## src/sv/mcce_pkg.sv

```systemverilog
// shared types and constants for the matrix chain cost evaluator
package mcce_pkg;

  localparam int DIM_BITS  = 12;
  localparam int COST_BITS = 63;
  localparam int PROD_BITS = 3 * DIM_BITS;

  typedef enum logic [1:0] {
    REQ_OPEN    = 2'd0,
    REQ_CLOSE   = 2'd1,
    REQ_OPERAND = 2'd2,
    REQ_NONE    = 2'd3
  } req_type_e;

  typedef enum logic [1:0] {
    ERR_NONE      = 2'd0,
    ERR_OVERFLOW  = 2'd1,
    ERR_UNMATCHED = 2'd2,
    ERR_SATURATED = 2'd3
  } err_e;

  typedef enum logic [1:0] {
    ST_IDLE,
    ST_CLOSE,
    ST_WAIT,
    ST_FIN
  } state_e;

  typedef struct packed {
    logic [1:0]          req_type;
    logic [DIM_BITS-1:0] rows;
    logic [DIM_BITS-1:0] cols;
    logic                last;
  } req_t;

  typedef struct packed {
    logic [COST_BITS-1:0] total_cost;
    logic [DIM_BITS-1:0]  result_rows;
    logic [DIM_BITS-1:0]  result_cols;
    logic [1:0]           error;
  } rsp_t;

  // one stack entry: marker flag plus a dimension pair
  typedef struct packed {
    logic                mark;
    logic [DIM_BITS-1:0] rows;
    logic [DIM_BITS-1:0] cols;
  } entry_t;

  // push: take the entry from the neighbor nearer the top
  // pop: take the entry from the neighbor farther from the top
  typedef struct packed {
    logic push;
    logic pop;
  } cell_ctl_t;

  typedef struct packed {
    logic start;
    logic clear;
  } cu_ctl_t;

  typedef struct packed {
    logic done;
    logic sat;
  } cu_status_t;

endpackage

```

## src/sv/mcce_cell.sv

```systemverilog
// one stack cell: holds an entry and shifts with its neighbors
module mcce_cell (
  input  logic               clk_i,
  input  mcce_pkg::cell_ctl_t ctl_i,
  input  mcce_pkg::entry_t   prev_i,
  input  mcce_pkg::entry_t   next_i,
  output mcce_pkg::entry_t   entry_o
);
  import mcce_pkg::*;

  entry_t entry_q, entry_d;

  always_comb begin
    priority if (ctl_i.push) begin
      entry_d = prev_i;
    end else if (ctl_i.pop) begin
      entry_d = next_i;
    end else begin
      entry_d = entry_q;
    end
  end

  always_ff @(posedge clk_i) begin
    entry_q <= entry_d;
  end

  assign entry_o = entry_q;

endmodule

```

## src/sv/mcce_cost_unit.sv

```systemverilog
// two-stage product of three dimensions and saturating cost accumulator
module mcce_cost_unit (
  input  logic                          clk_i,
  input  logic                          rst_ni,
  input  mcce_pkg::cu_ctl_t             ctl_i,
  input  logic [mcce_pkg::DIM_BITS-1:0] lhs_rows_i,
  input  logic [mcce_pkg::DIM_BITS-1:0] lhs_cols_i,
  input  logic [mcce_pkg::DIM_BITS-1:0] rhs_cols_i,
  output logic [mcce_pkg::COST_BITS-1:0] cost_o,
  output mcce_pkg::cu_status_t          status_o
);
  import mcce_pkg::*;

  logic [2*DIM_BITS-1:0]  p1_q;
  logic [DIM_BITS-1:0]    rc_q;
  logic [PROD_BITS-1:0]   p2_q;
  logic                   v1_q, v2_q;
  logic [COST_BITS-1:0]   cost_q, cost_d;
  logic [COST_BITS:0]     sum;

  assign sum = {1'b0, cost_q} + (COST_BITS + 1)'(p2_q);

  always_comb begin
    cost_d = cost_q;
    if (ctl_i.clear) begin
      cost_d = '0;
    end else if (v2_q) begin
      cost_d = sum[COST_BITS] ? {COST_BITS{1'b1}} : sum[COST_BITS-1:0];
    end
  end

  always_ff @(posedge clk_i) begin
    if (ctl_i.start) begin
      p1_q <= (2 * DIM_BITS)'(lhs_rows_i) * (2 * DIM_BITS)'(lhs_cols_i);
      rc_q <= rhs_cols_i;
    end
    if (v1_q) begin
      p2_q <= PROD_BITS'(p1_q) * PROD_BITS'(rc_q);
    end
  end

  always_ff @(posedge clk_i or negedge rst_ni) begin
    if (!rst_ni) begin
      v1_q   <= 1'b0;
      v2_q   <= 1'b0;
      cost_q <= '0;
    end else begin
      v1_q   <= ctl_i.start;
      v2_q   <= v1_q;
      cost_q <= cost_d;
    end
  end

  assign cost_o          = cost_q;
  assign status_o.done   = v2_q;
  assign status_o.sat    = v2_q & sum[COST_BITS];

endmodule

```

## src/sv/matrix_chain_cost_evaluator.sv

```systemverilog
// top level: parenthesized matrix chain cost evaluator
//
// The input channel carries one symbol per transaction: open, close, or a
// matrix operand with rows and cols. Symbols are kept on a shift-register
// stack of STACK_DEPTH cells, the top in cell 0. A close reduces the top
// operand pairs one at a time through a two-stage multiplier.
// Open, operand and none symbols are handled as they are taken, in ST_IDLE; a
// close passes through ST_CLOSE and, for each reduced pair, through ST_WAIT
// until the multiplier pipeline reports the cost. A symbol with last set
// then passes through ST_FIN, which loads its result transaction into the
// output register once it is free. The output register holds the result
// while the receiver stalls; the block keeps taking symbols and only waits
// if a second result is ready before the first one has been taken.
// Reset empties the stack and clears the cost, the error code and the
// output valid; no clearing pass is needed. After each result the stack,
// cost and error code are cleared for the next expression.
module matrix_chain_cost_evaluator #(
  parameter int STACK_DEPTH = 64
) (
  input  logic            clk_i,
  input  logic            rst_ni,
  input  logic            in_valid_i,
  output logic            in_stall_o,
  input  mcce_pkg::req_t  in_req_i,
  output logic            out_valid_o,
  input  logic            out_stall_i,
  output mcce_pkg::rsp_t  out_rsp_o
);
  import mcce_pkg::*;

  localparam int SP_BITS = $clog2(STACK_DEPTH + 1);

  state_e state_q, state_d;
  logic [SP_BITS-1:0] sp_q, sp_d;
  err_e err_q, err_d;
  logic last_q;
  logic out_valid_q, out_valid_d;
  rsp_t out_q, out_d;

  entry_t cells [STACK_DEPTH];
  logic push_en, pop_en, top_load;
  entry_t load_val;
  cu_ctl_t cu_ctl;
  cu_status_t cu_status;
  logic [COST_BITS-1:0] cost;
  logic accept, full, two_ops, out_free;
  entry_t top, second;

  assign top      = cells[0];
  assign second   = cells[1];
  assign accept   = in_valid_i & ~in_stall_o;
  assign full     = (sp_q == SP_BITS'(STACK_DEPTH));
  assign two_ops  = (sp_q > SP_BITS'(1)) & ~top.mark & ~second.mark;
  assign out_free = ~out_valid_q | ~out_stall_i;

  assign in_stall_o = (state_q != ST_IDLE);

  // stack chain
  for (genvar i = 0; i < STACK_DEPTH; i++) begin : g_cell
    cell_ctl_t ctl;
    entry_t    prev, next;
    if (i == 0) begin : g_top
      assign ctl.push = push_en | top_load;
      assign ctl.pop  = pop_en;
      assign prev     = load_val;
    end else begin : g_mid
      assign ctl.push = push_en;
      assign ctl.pop  = pop_en | top_load;
      assign prev     = cells[i-1];
    end
    if (i == STACK_DEPTH - 1) begin : g_bot
      assign next = '0;
    end else begin : g_link
      assign next = cells[i+1];
    end
    mcce_cell u_cell (
      .clk_i   (clk_i),
      .ctl_i   (ctl),
      .prev_i  (prev),
      .next_i  (next),
      .entry_o (cells[i])
    );
  end

  mcce_cost_unit u_cost (
    .clk_i      (clk_i),
    .rst_ni     (rst_ni),
    .ctl_i      (cu_ctl),
    .lhs_rows_i (second.rows),
    .lhs_cols_i (second.cols),
    .rhs_cols_i (top.cols),
    .cost_o     (cost),
    .status_o   (cu_status)
  );

  // next state
  always_comb begin
    state_d = state_q;
    unique case (state_q)
      ST_IDLE: begin
        if (accept) begin
          if (req_type_e'(in_req_i.req_type) == REQ_CLOSE) begin
            state_d = ST_CLOSE;
          end else if (in_req_i.last) begin
            state_d = ST_FIN;
          end
        end
      end
      ST_CLOSE: begin
        if (two_ops) begin
          state_d = ST_WAIT;
        end else if (last_q) begin
          state_d = ST_FIN;
        end else begin
          state_d = ST_IDLE;
        end
      end
      ST_WAIT: begin
        if (cu_status.done) begin
          state_d = ST_CLOSE;
        end
      end
      ST_FIN: begin
        if (out_free) begin
          state_d = ST_IDLE;
        end
      end
      default: state_d = ST_IDLE;
    endcase
  end

  // outputs and datapath control
  always_comb begin
    push_en     = 1'b0;
    pop_en      = 1'b0;
    top_load    = 1'b0;
    load_val    = '0;
    cu_ctl      = '0;
    sp_d        = sp_q;
    err_d       = err_q;
    out_valid_d = out_valid_q & out_stall_i;
    out_d       = out_q;
    unique case (state_q)
      ST_IDLE: begin
        if (accept) begin
          unique case (req_type_e'(in_req_i.req_type))
            REQ_OPEN, REQ_OPERAND: begin
              if (full) begin
                if (err_q == ERR_NONE) err_d = ERR_OVERFLOW;
              end else begin
                push_en       = 1'b1;
                load_val.mark = (req_type_e'(in_req_i.req_type) == REQ_OPEN);
                load_val.rows = load_val.mark ? '0 : in_req_i.rows;
                load_val.cols = load_val.mark ? '0 : in_req_i.cols;
                sp_d          = sp_q + SP_BITS'(1);
              end
            end
            REQ_CLOSE, REQ_NONE: begin
            end
            default: begin
            end
          endcase
        end
      end
      ST_CLOSE: begin
        if (two_ops) begin
          // fold the top pair into one operand; cost follows in the unit
          cu_ctl.start  = 1'b1;
          top_load      = 1'b1;
          load_val.mark = 1'b0;
          load_val.rows = second.rows;
          load_val.cols = top.cols;
          sp_d          = sp_q - SP_BITS'(1);
        end else if (sp_q == '0) begin
          if (err_q == ERR_NONE) err_d = ERR_UNMATCHED;
        end else if (top.mark) begin
          pop_en = 1'b1;
          sp_d   = sp_q - SP_BITS'(1);
        end else if (sp_q == SP_BITS'(1)) begin
          if (err_q == ERR_NONE) err_d = ERR_UNMATCHED;
        end else begin
          // lone operand over its marker: the operand takes the marker's place
          top_load      = 1'b1;
          load_val.mark = 1'b0;
          load_val.rows = top.rows;
          load_val.cols = top.cols;
          sp_d          = sp_q - SP_BITS'(1);
        end
      end
      ST_WAIT: begin
        if (cu_status.sat && err_q == ERR_NONE) err_d = ERR_SATURATED;
      end
      ST_FIN: begin
        if (out_free) begin
          out_valid_d      = 1'b1;
          out_d.total_cost = cost;
          if (sp_q != '0 && !top.mark) begin
            out_d.result_rows = top.rows;
            out_d.result_cols = top.cols;
          end else begin
            out_d.result_rows = '0;
            out_d.result_cols = '0;
          end
          out_d.error  = err_q;
          sp_d         = '0;
          err_d        = ERR_NONE;
          cu_ctl.clear = 1'b1;
        end
      end
      default: begin
      end
    endcase
  end

  always_ff @(posedge clk_i or negedge rst_ni) begin
    if (!rst_ni) begin
      state_q     <= ST_IDLE;
      sp_q        <= '0;
      err_q       <= ERR_NONE;
      last_q      <= 1'b0;
      out_valid_q <= 1'b0;
    end else begin
      state_q     <= state_d;
      sp_q        <= sp_d;
      err_q       <= err_d;
      out_valid_q <= out_valid_d;
      if (accept) begin
        last_q <= in_req_i.last;
      end
    end
  end

  always_ff @(posedge clk_i) begin
    out_q <= out_d;
  end

  assign out_valid_o = out_valid_q;
  assign out_rsp_o   = out_q;

endmodule
```

## config.mk

```make
export PLATFORM = sky130hd
export DESIGN_NAME = matrix_chain_cost_evaluator
export DESIGN_NICKNAME = d
export VERILOG_FILES = /design/src/sv/mcce_pkg.sv /design/src/sv/mcce_cell.sv /design/src/sv/mcce_cost_unit.sv /design/src/sv/matrix_chain_cost_evaluator.sv
export SDC_FILE = /design/constraint.sdc
export NUM_CORES = 2
export LEC_CHECK = 0
export ABC_AREA = 1
export BUFFER_PORTS_ARGS = -buffer_cell sky130_fd_sc_hd__buf_2
export CAP_MARGIN = 20
export CORE_MARGIN = 2
export CORE_UTILIZATION = 65
export DETAILED_ROUTE_END_ITERATION = 12
export GPL_TIMING_DRIVEN = 0
export PLACE_DENSITY = 0.79
export SKIP_LAST_GASP = 1
export SYNTH_ARGS = -nofsm -noshare
export SYNTH_HDL_FRONTEND = slang
export SYNTH_SLANG_ARGS = --single-unit
```

## constraint.sdc

```tcl
create_clock -name clk_i -period 51.1 [get_ports clk_i]
set_clock_uncertainty 0.15 [all_clocks]
set_input_delay 7.665 -clock clk_i [delete_from_list [all_inputs] [get_ports clk_i]]
set_output_delay 7.665 -clock clk_i [all_outputs]
set_load 0.02 [all_outputs]
```

* Word level (Yosys, flattened, before mapping)
Index checks and enable logic that the tools add are counted.
Storage, ports and cells: register bits after elaboration 1839, input bits 31, output and inout bits 91, logic and storage cells 458
Cells by class: add/subtract/negate cells 3, multipliers 2, $lt $le $gt $ge 1, equal/unequal tests 24, mux-type cells 188, bitwise gates (word level) 13, reduce and logical (&&, ||, !) cells 20
Operator list (number):
- 2-to-1 mux 25 bit | 131
- 2-to-1 mux 63 bit | 3
- 2-to-1 mux 24 bit | 4
- adder 63 x 36 -> 64 bit | 1
- 2-to-1 mux 7 bit | 8
- one-hot mux 25 bit (2 select lines) | 1
- multiplier 24 x 12 -> 36 bit | 1
- 2-to-1 mux 2 bit | 17
- multiplier 12 x 12 -> 24 bit | 1
- 2-to-1 mux 12 bit | 2
- one-hot mux 7 bit (3 select lines) | 1
- 2-to-1 mux 1 bit | 19
- one-hot mux 2 bit (4 select lines) | 2
- inequality test 3 bit (second input constant) | 5
- inequality test 2 bit (second input constant) | 7
- AND reduction 9 bit | 1
- nonzero test 2 bit | 4
- adder 7 x 1 -> 7 bit (second input constant) | 1
- == test 7 x 1 -> 1 bit (second input constant) | 1
- == test 7 bit (second input constant) | 1
- > comparator 7 x 1 -> 1 bit (second input constant) | 1
- logical NOT 7 bit | 1
- AND reduction 7 bit | 1
- nonzero test 7 bit | 1
- 18 further kinds | 36

* Depth between registers and ports, before layout
depth after elaboration 9, mapped depth 24

* Cells and area by module
A second synthesis with hierarchy kept.
Unflattened totals: cell total of the unflattened synthesis 10493, area, all modules 99285.2 sq um
Modules (own cells, without submodules):
- mcce_cell | instances 64, cells each 107, area each 1114.8 sq um
- mcce_cost_unit | instances 1, cells each 3234, area each 23382.4 sq um
- matrix_chain_cost_evaluator | instances 1, cells each 411, area each 4554.4 sq um

* Worst setup path after synthesis
Ideal clock, no wire load.
kind input to register, start input port in_valid_i, end register g_cell[10].u_cell.entry_q (netlist bit g_cell[10].u_cell.entry_o[0]), enable pin, library setup time 1.904 ns, data arrival time 38.562 ns, required time 49.046 ns, path slack 10.484 ns, stages on the path 7, path buffers 1, cell sequence nand2_1 -> nor2_1 -> nand2_1 -> buf_6 -> nand3_2 -> nor2_1 -> inv_1
Between the ends: cells in the longest elaborated chain, start to end 4
Ends and longest elaborated chain:
- start: declaration | RTL line matrix_chain_cost_evaluator.sv:22 | input logic in_valid_i,
- bitwise AND 1 bit | RTL line matrix_chain_cost_evaluator.sv:51 | assign accept = in_valid_i & ~in_stall_o;
- 2-to-1 mux 1 bit | RTL line matrix_chain_cost_evaluator.sv:145 | if (accept) begin
- 2-to-1 mux 1 bit | RTL line matrix_chain_cost_evaluator.sv:143 | unique case (state_q)
- nonzero test 2 bit (no line)
- end signal: assignment | RTL line mcce_cell.sv:24 | entry_q <= entry_d;
- end: declaration | RTL line mcce_cell.sv:11 | entry_t entry_q, entry_d;
Every way passes these cells. A chain may end at the register's enable or synchronous reset.

* Final worst setup path
start input port in_valid_i, end register g_cell[55].u_cell.entry_q (netlist bit g_cell[55].u_cell.entry_o[21]), enable pin
Between the ends: cells in the longest elaborated chain, start to end 4
Ends and longest elaborated chain (RTL line):
- bitwise AND 1 bit | matrix_chain_cost_evaluator.sv:51
- 2-to-1 mux 1 bit | matrix_chain_cost_evaluator.sv:145
- 2-to-1 mux 1 bit | matrix_chain_cost_evaluator.sv:143
- nonzero test 2 bit (no line)
- end signal: assignment | mcce_cell.sv:24
- end: declaration | mcce_cell.sv:11
Every way passes these cells.

==> reports/metrics.cfg <==
[routing]
drc_errors = 0
routedWlPerCell_um = 20.57
drtIter0Drc = 8314
via_count = 71220
drt_pass1_iterations = 6
postRouteAntennaNets = 0
routed_wl_um = 259100
viasPerCell = 5.653

[placement]
hpwlAfterDp_um = 195500
port_buffers = 121
gp_congestion = 1.066
place_ws_ns = 38.53

[clocking]
htreeDepth = 4
cts.clk_slew.worst_paths_ns = 0.06
cts_buffers = 185
cts-root-buf = clkbuf_16
cts.hold.buffers_added = 0
ctsLongestPathBuffers = 3
cts_setup_buffers = 0
cts_resized = 0
cts_tree = yes
clock_sinks = 1839
clkLatencyLatePin_ns = 0.85

[critical_path]
rr_worst_depth = 11
startpoint = in_valid_i
start_kind = primary input
r2r_setup_slack_ns = 44.29
end_kind = register
endpoint = g_cell[55].u_cell.entry_o[21]
worstPathRequired_ns = 51.42
path_max_fanout = 144
regToRegEndpoint = g_cell[55].u_cell.entry_o[21]
cp.arrival_ns = 12.03
path_class = primary input to register
r2r-start = g_cell[0].u_cell.entry_o[24]

[sta]
holdWs_ns = 0.2761
fin_crit_ns = 11.72
tightest_slew_ns = 1.106
finalMaxSlewViolations = 0
fmax_mhz = 85.35
finalHoldViolCount = 0
max_slew_margin = 0.2597
worst_slack_ns = 39.38
rsz0062_at_grt = false
fin_crit_sh = 0.2293
setup_viol = 0

[synth]
synth.cell_area_um2 = 95320
syn_inst = 10200
synth_cell_types = 54
seq_area_frac_synth = 0.5752
ys_ff_latch = 1839
synth_nets = 10740
synth_edf_count = 1761
async_flop_share = 0.04241
ys_dominant_reg_cell = edfxtp_1
postSynthAreaPerCell_um2 = 9.343
yosys_warnings = 0

[layout]
area_growth_syn_to_layout_pct = 9.756
drive_gt1_frac = 0.06707
fin_nets = 11060
multi_input_area_um2 = 34500
regArea_um2 = 54830
fillers = 10710

[floorplan]
start_util = 0.6549
num_io_pins = 122
die_y_um = 387.0
coreArea_um2 = 145600
die_width_um = 387.0
placementRows = 140
dieArea_um2 = 149700

[flow_run]
cap_viol_max_count = 0

[global_route]
grt_use_total = 0.3451
grt_max_degree = 145
first_global_vias = 69260
grt_pass1_wl_um = 395100
grt_antenna_before_repair = 12
overflow = 0

[worst_hold_path]
hp-class = register to register

[run_status]
outcome = complete, no violations

[per-stage QoR]
step	TNS (ns)	std cells	instance area, µm²	utilization
3_5_place_dp	0	12260	98780	0.6786
5_1_grt	0	12600	104600	0.7187
3_3_place_gp	-1107.15	12240	98330	0.6755
6_report	0	12600	104600	0.7187
2_1_floorplan	0	10200	95320	-
4_1_cts	0	12590	104600	0.7186
[logic make-up (layout without fill, tap and decap cells)]
group / count (synthesis) / count (layout) / synth area share
XOR/XNOR: 81 / 81 / 0.007442
adder cells (fa/ha/maj): 502 / 502 / 0.09117
other: 0 / 5 / 0
AND/OR/NAND/NOR: 6018 / 6018 / 0.2424
flip-flops: 1839 / 1839 / 0.5752
buffers and inverters: 1401 / 1873 / 0.06296
AO/OA/AOI/OAI: 361 / 361 / 0.02063
multiplexers: 1 / 1 / 0.0001181
[cell type report]
type	count	share of cell area
antenna	5	0.0001196
buffer	446	0.02309
clock buffer	243	0.04714
clock inverter	90	0.008491
inverter	955	0.03438
multi-input combinational	6963	0.3297
sequential	1839	0.5241
tap	1917	0.02293
timing repair buffer	139	0.01001
[sequential cells by signal (all words and copies together), names as in the netlist]
| name | cells |
|---|---|
| u_cost.p1_q | 24 |
| u_cost.p2_q | 36 |
| state_q | 2 |
| u_cost.v2_q | 1 |
| sp_q | 7 |
| out_rsp_o | 89 |
| last_q | 1 |
| u_cost.v1_q | 1 |
| u_cost.cost_o | 63 |
| err_q | 2 |
| out_valid_o | 1 |
| g_cell.u_cell.entry_o | 1600 |
| u_cost.rc_q | 12 |
[routing by layer]
metal  wire [µm]  share of wire  track usage
met3       26500           0.10      0.07467
met1      102900           0.40       0.4700
met5          25       0.000096            0
met2      116900           0.45       0.5407
met4       12850          0.050       0.1502
[synth_stat cells, drive strengths merged (73+ instances only)]
| library cell | n | area share |
|---|---|---|
| ha | 181 | 0.024 |
| dfrtp | 78 | 0.020 |
| nor2 | 212 | 0.0085 |
| clkbuf | 160 | 0.0065 |
| nand3 | 174 | 0.0099 |
| edfxtp | 1761 | 0.55 |
| buf | 286 | 0.019 |
| a21oi | 73 | 0.0040 |
| inv | 955 | 0.038 |
| nand2 | 5554 | 0.22 |
| o21ai | 233 | 0.012 |
| fa | 321 | 0.067 |
[layout by cell type, fill, tap and decap left out, types with 25 or more instances in the layout]
master and instances:
a21oi_1 69, buf_2 307, buf_4 50, buf_6 40, clkbuf_1 210, clkbuf_16 189, clkinv_1 35, clkinv_2 25
dfrtp_1 77, edfxtp_1 1761, fa_1 321, ha_1 181, inv_1 947, nand2_1 5543, nand3_1 159, nand4_1 35
nor2_1 208, o21ai_0 210, xor2_1 61
[worst min-delay path by stage]
stage                     cells past startpoint               to                          from  slack [ns]
final                                         0  u_cost.rc_q[11]  g_cell[0].u_cell.entry_o[11]        0.28
after global routing                          0  u_cost.rc_q[11]  g_cell[0].u_cell.entry_o[11]        0.30
after CTS                                     0  u_cost.rc_q[11]  g_cell[0].u_cell.entry_o[11]        0.27
after detailed placement                      0  u_cost.rc_q[11]  g_cell[0].u_cell.entry_o[11]        0.28
after global placement                        0   u_cost.rc_q[5]   g_cell[0].u_cell.entry_o[5]        0.28
after floorplan                               0   u_cost.rc_q[0]   g_cell[0].u_cell.entry_o[0]        0.28
[critical path: stages]
cell     delay (ns)
buf_2          0.09
nand2_1        0.08
nor2_1         0.15
nand2_1        0.21
buf_6          0.27
nand3_2        0.30
nor2_1         0.22
inv_8          0.55
buf_16         0.44
buf_16         0.52
buf_16         0.50
buf_16         0.51
Power is left out: the tool's default activity adds up to more than one toggle a clock period on the data nets, which glitch-free logic cannot reach.
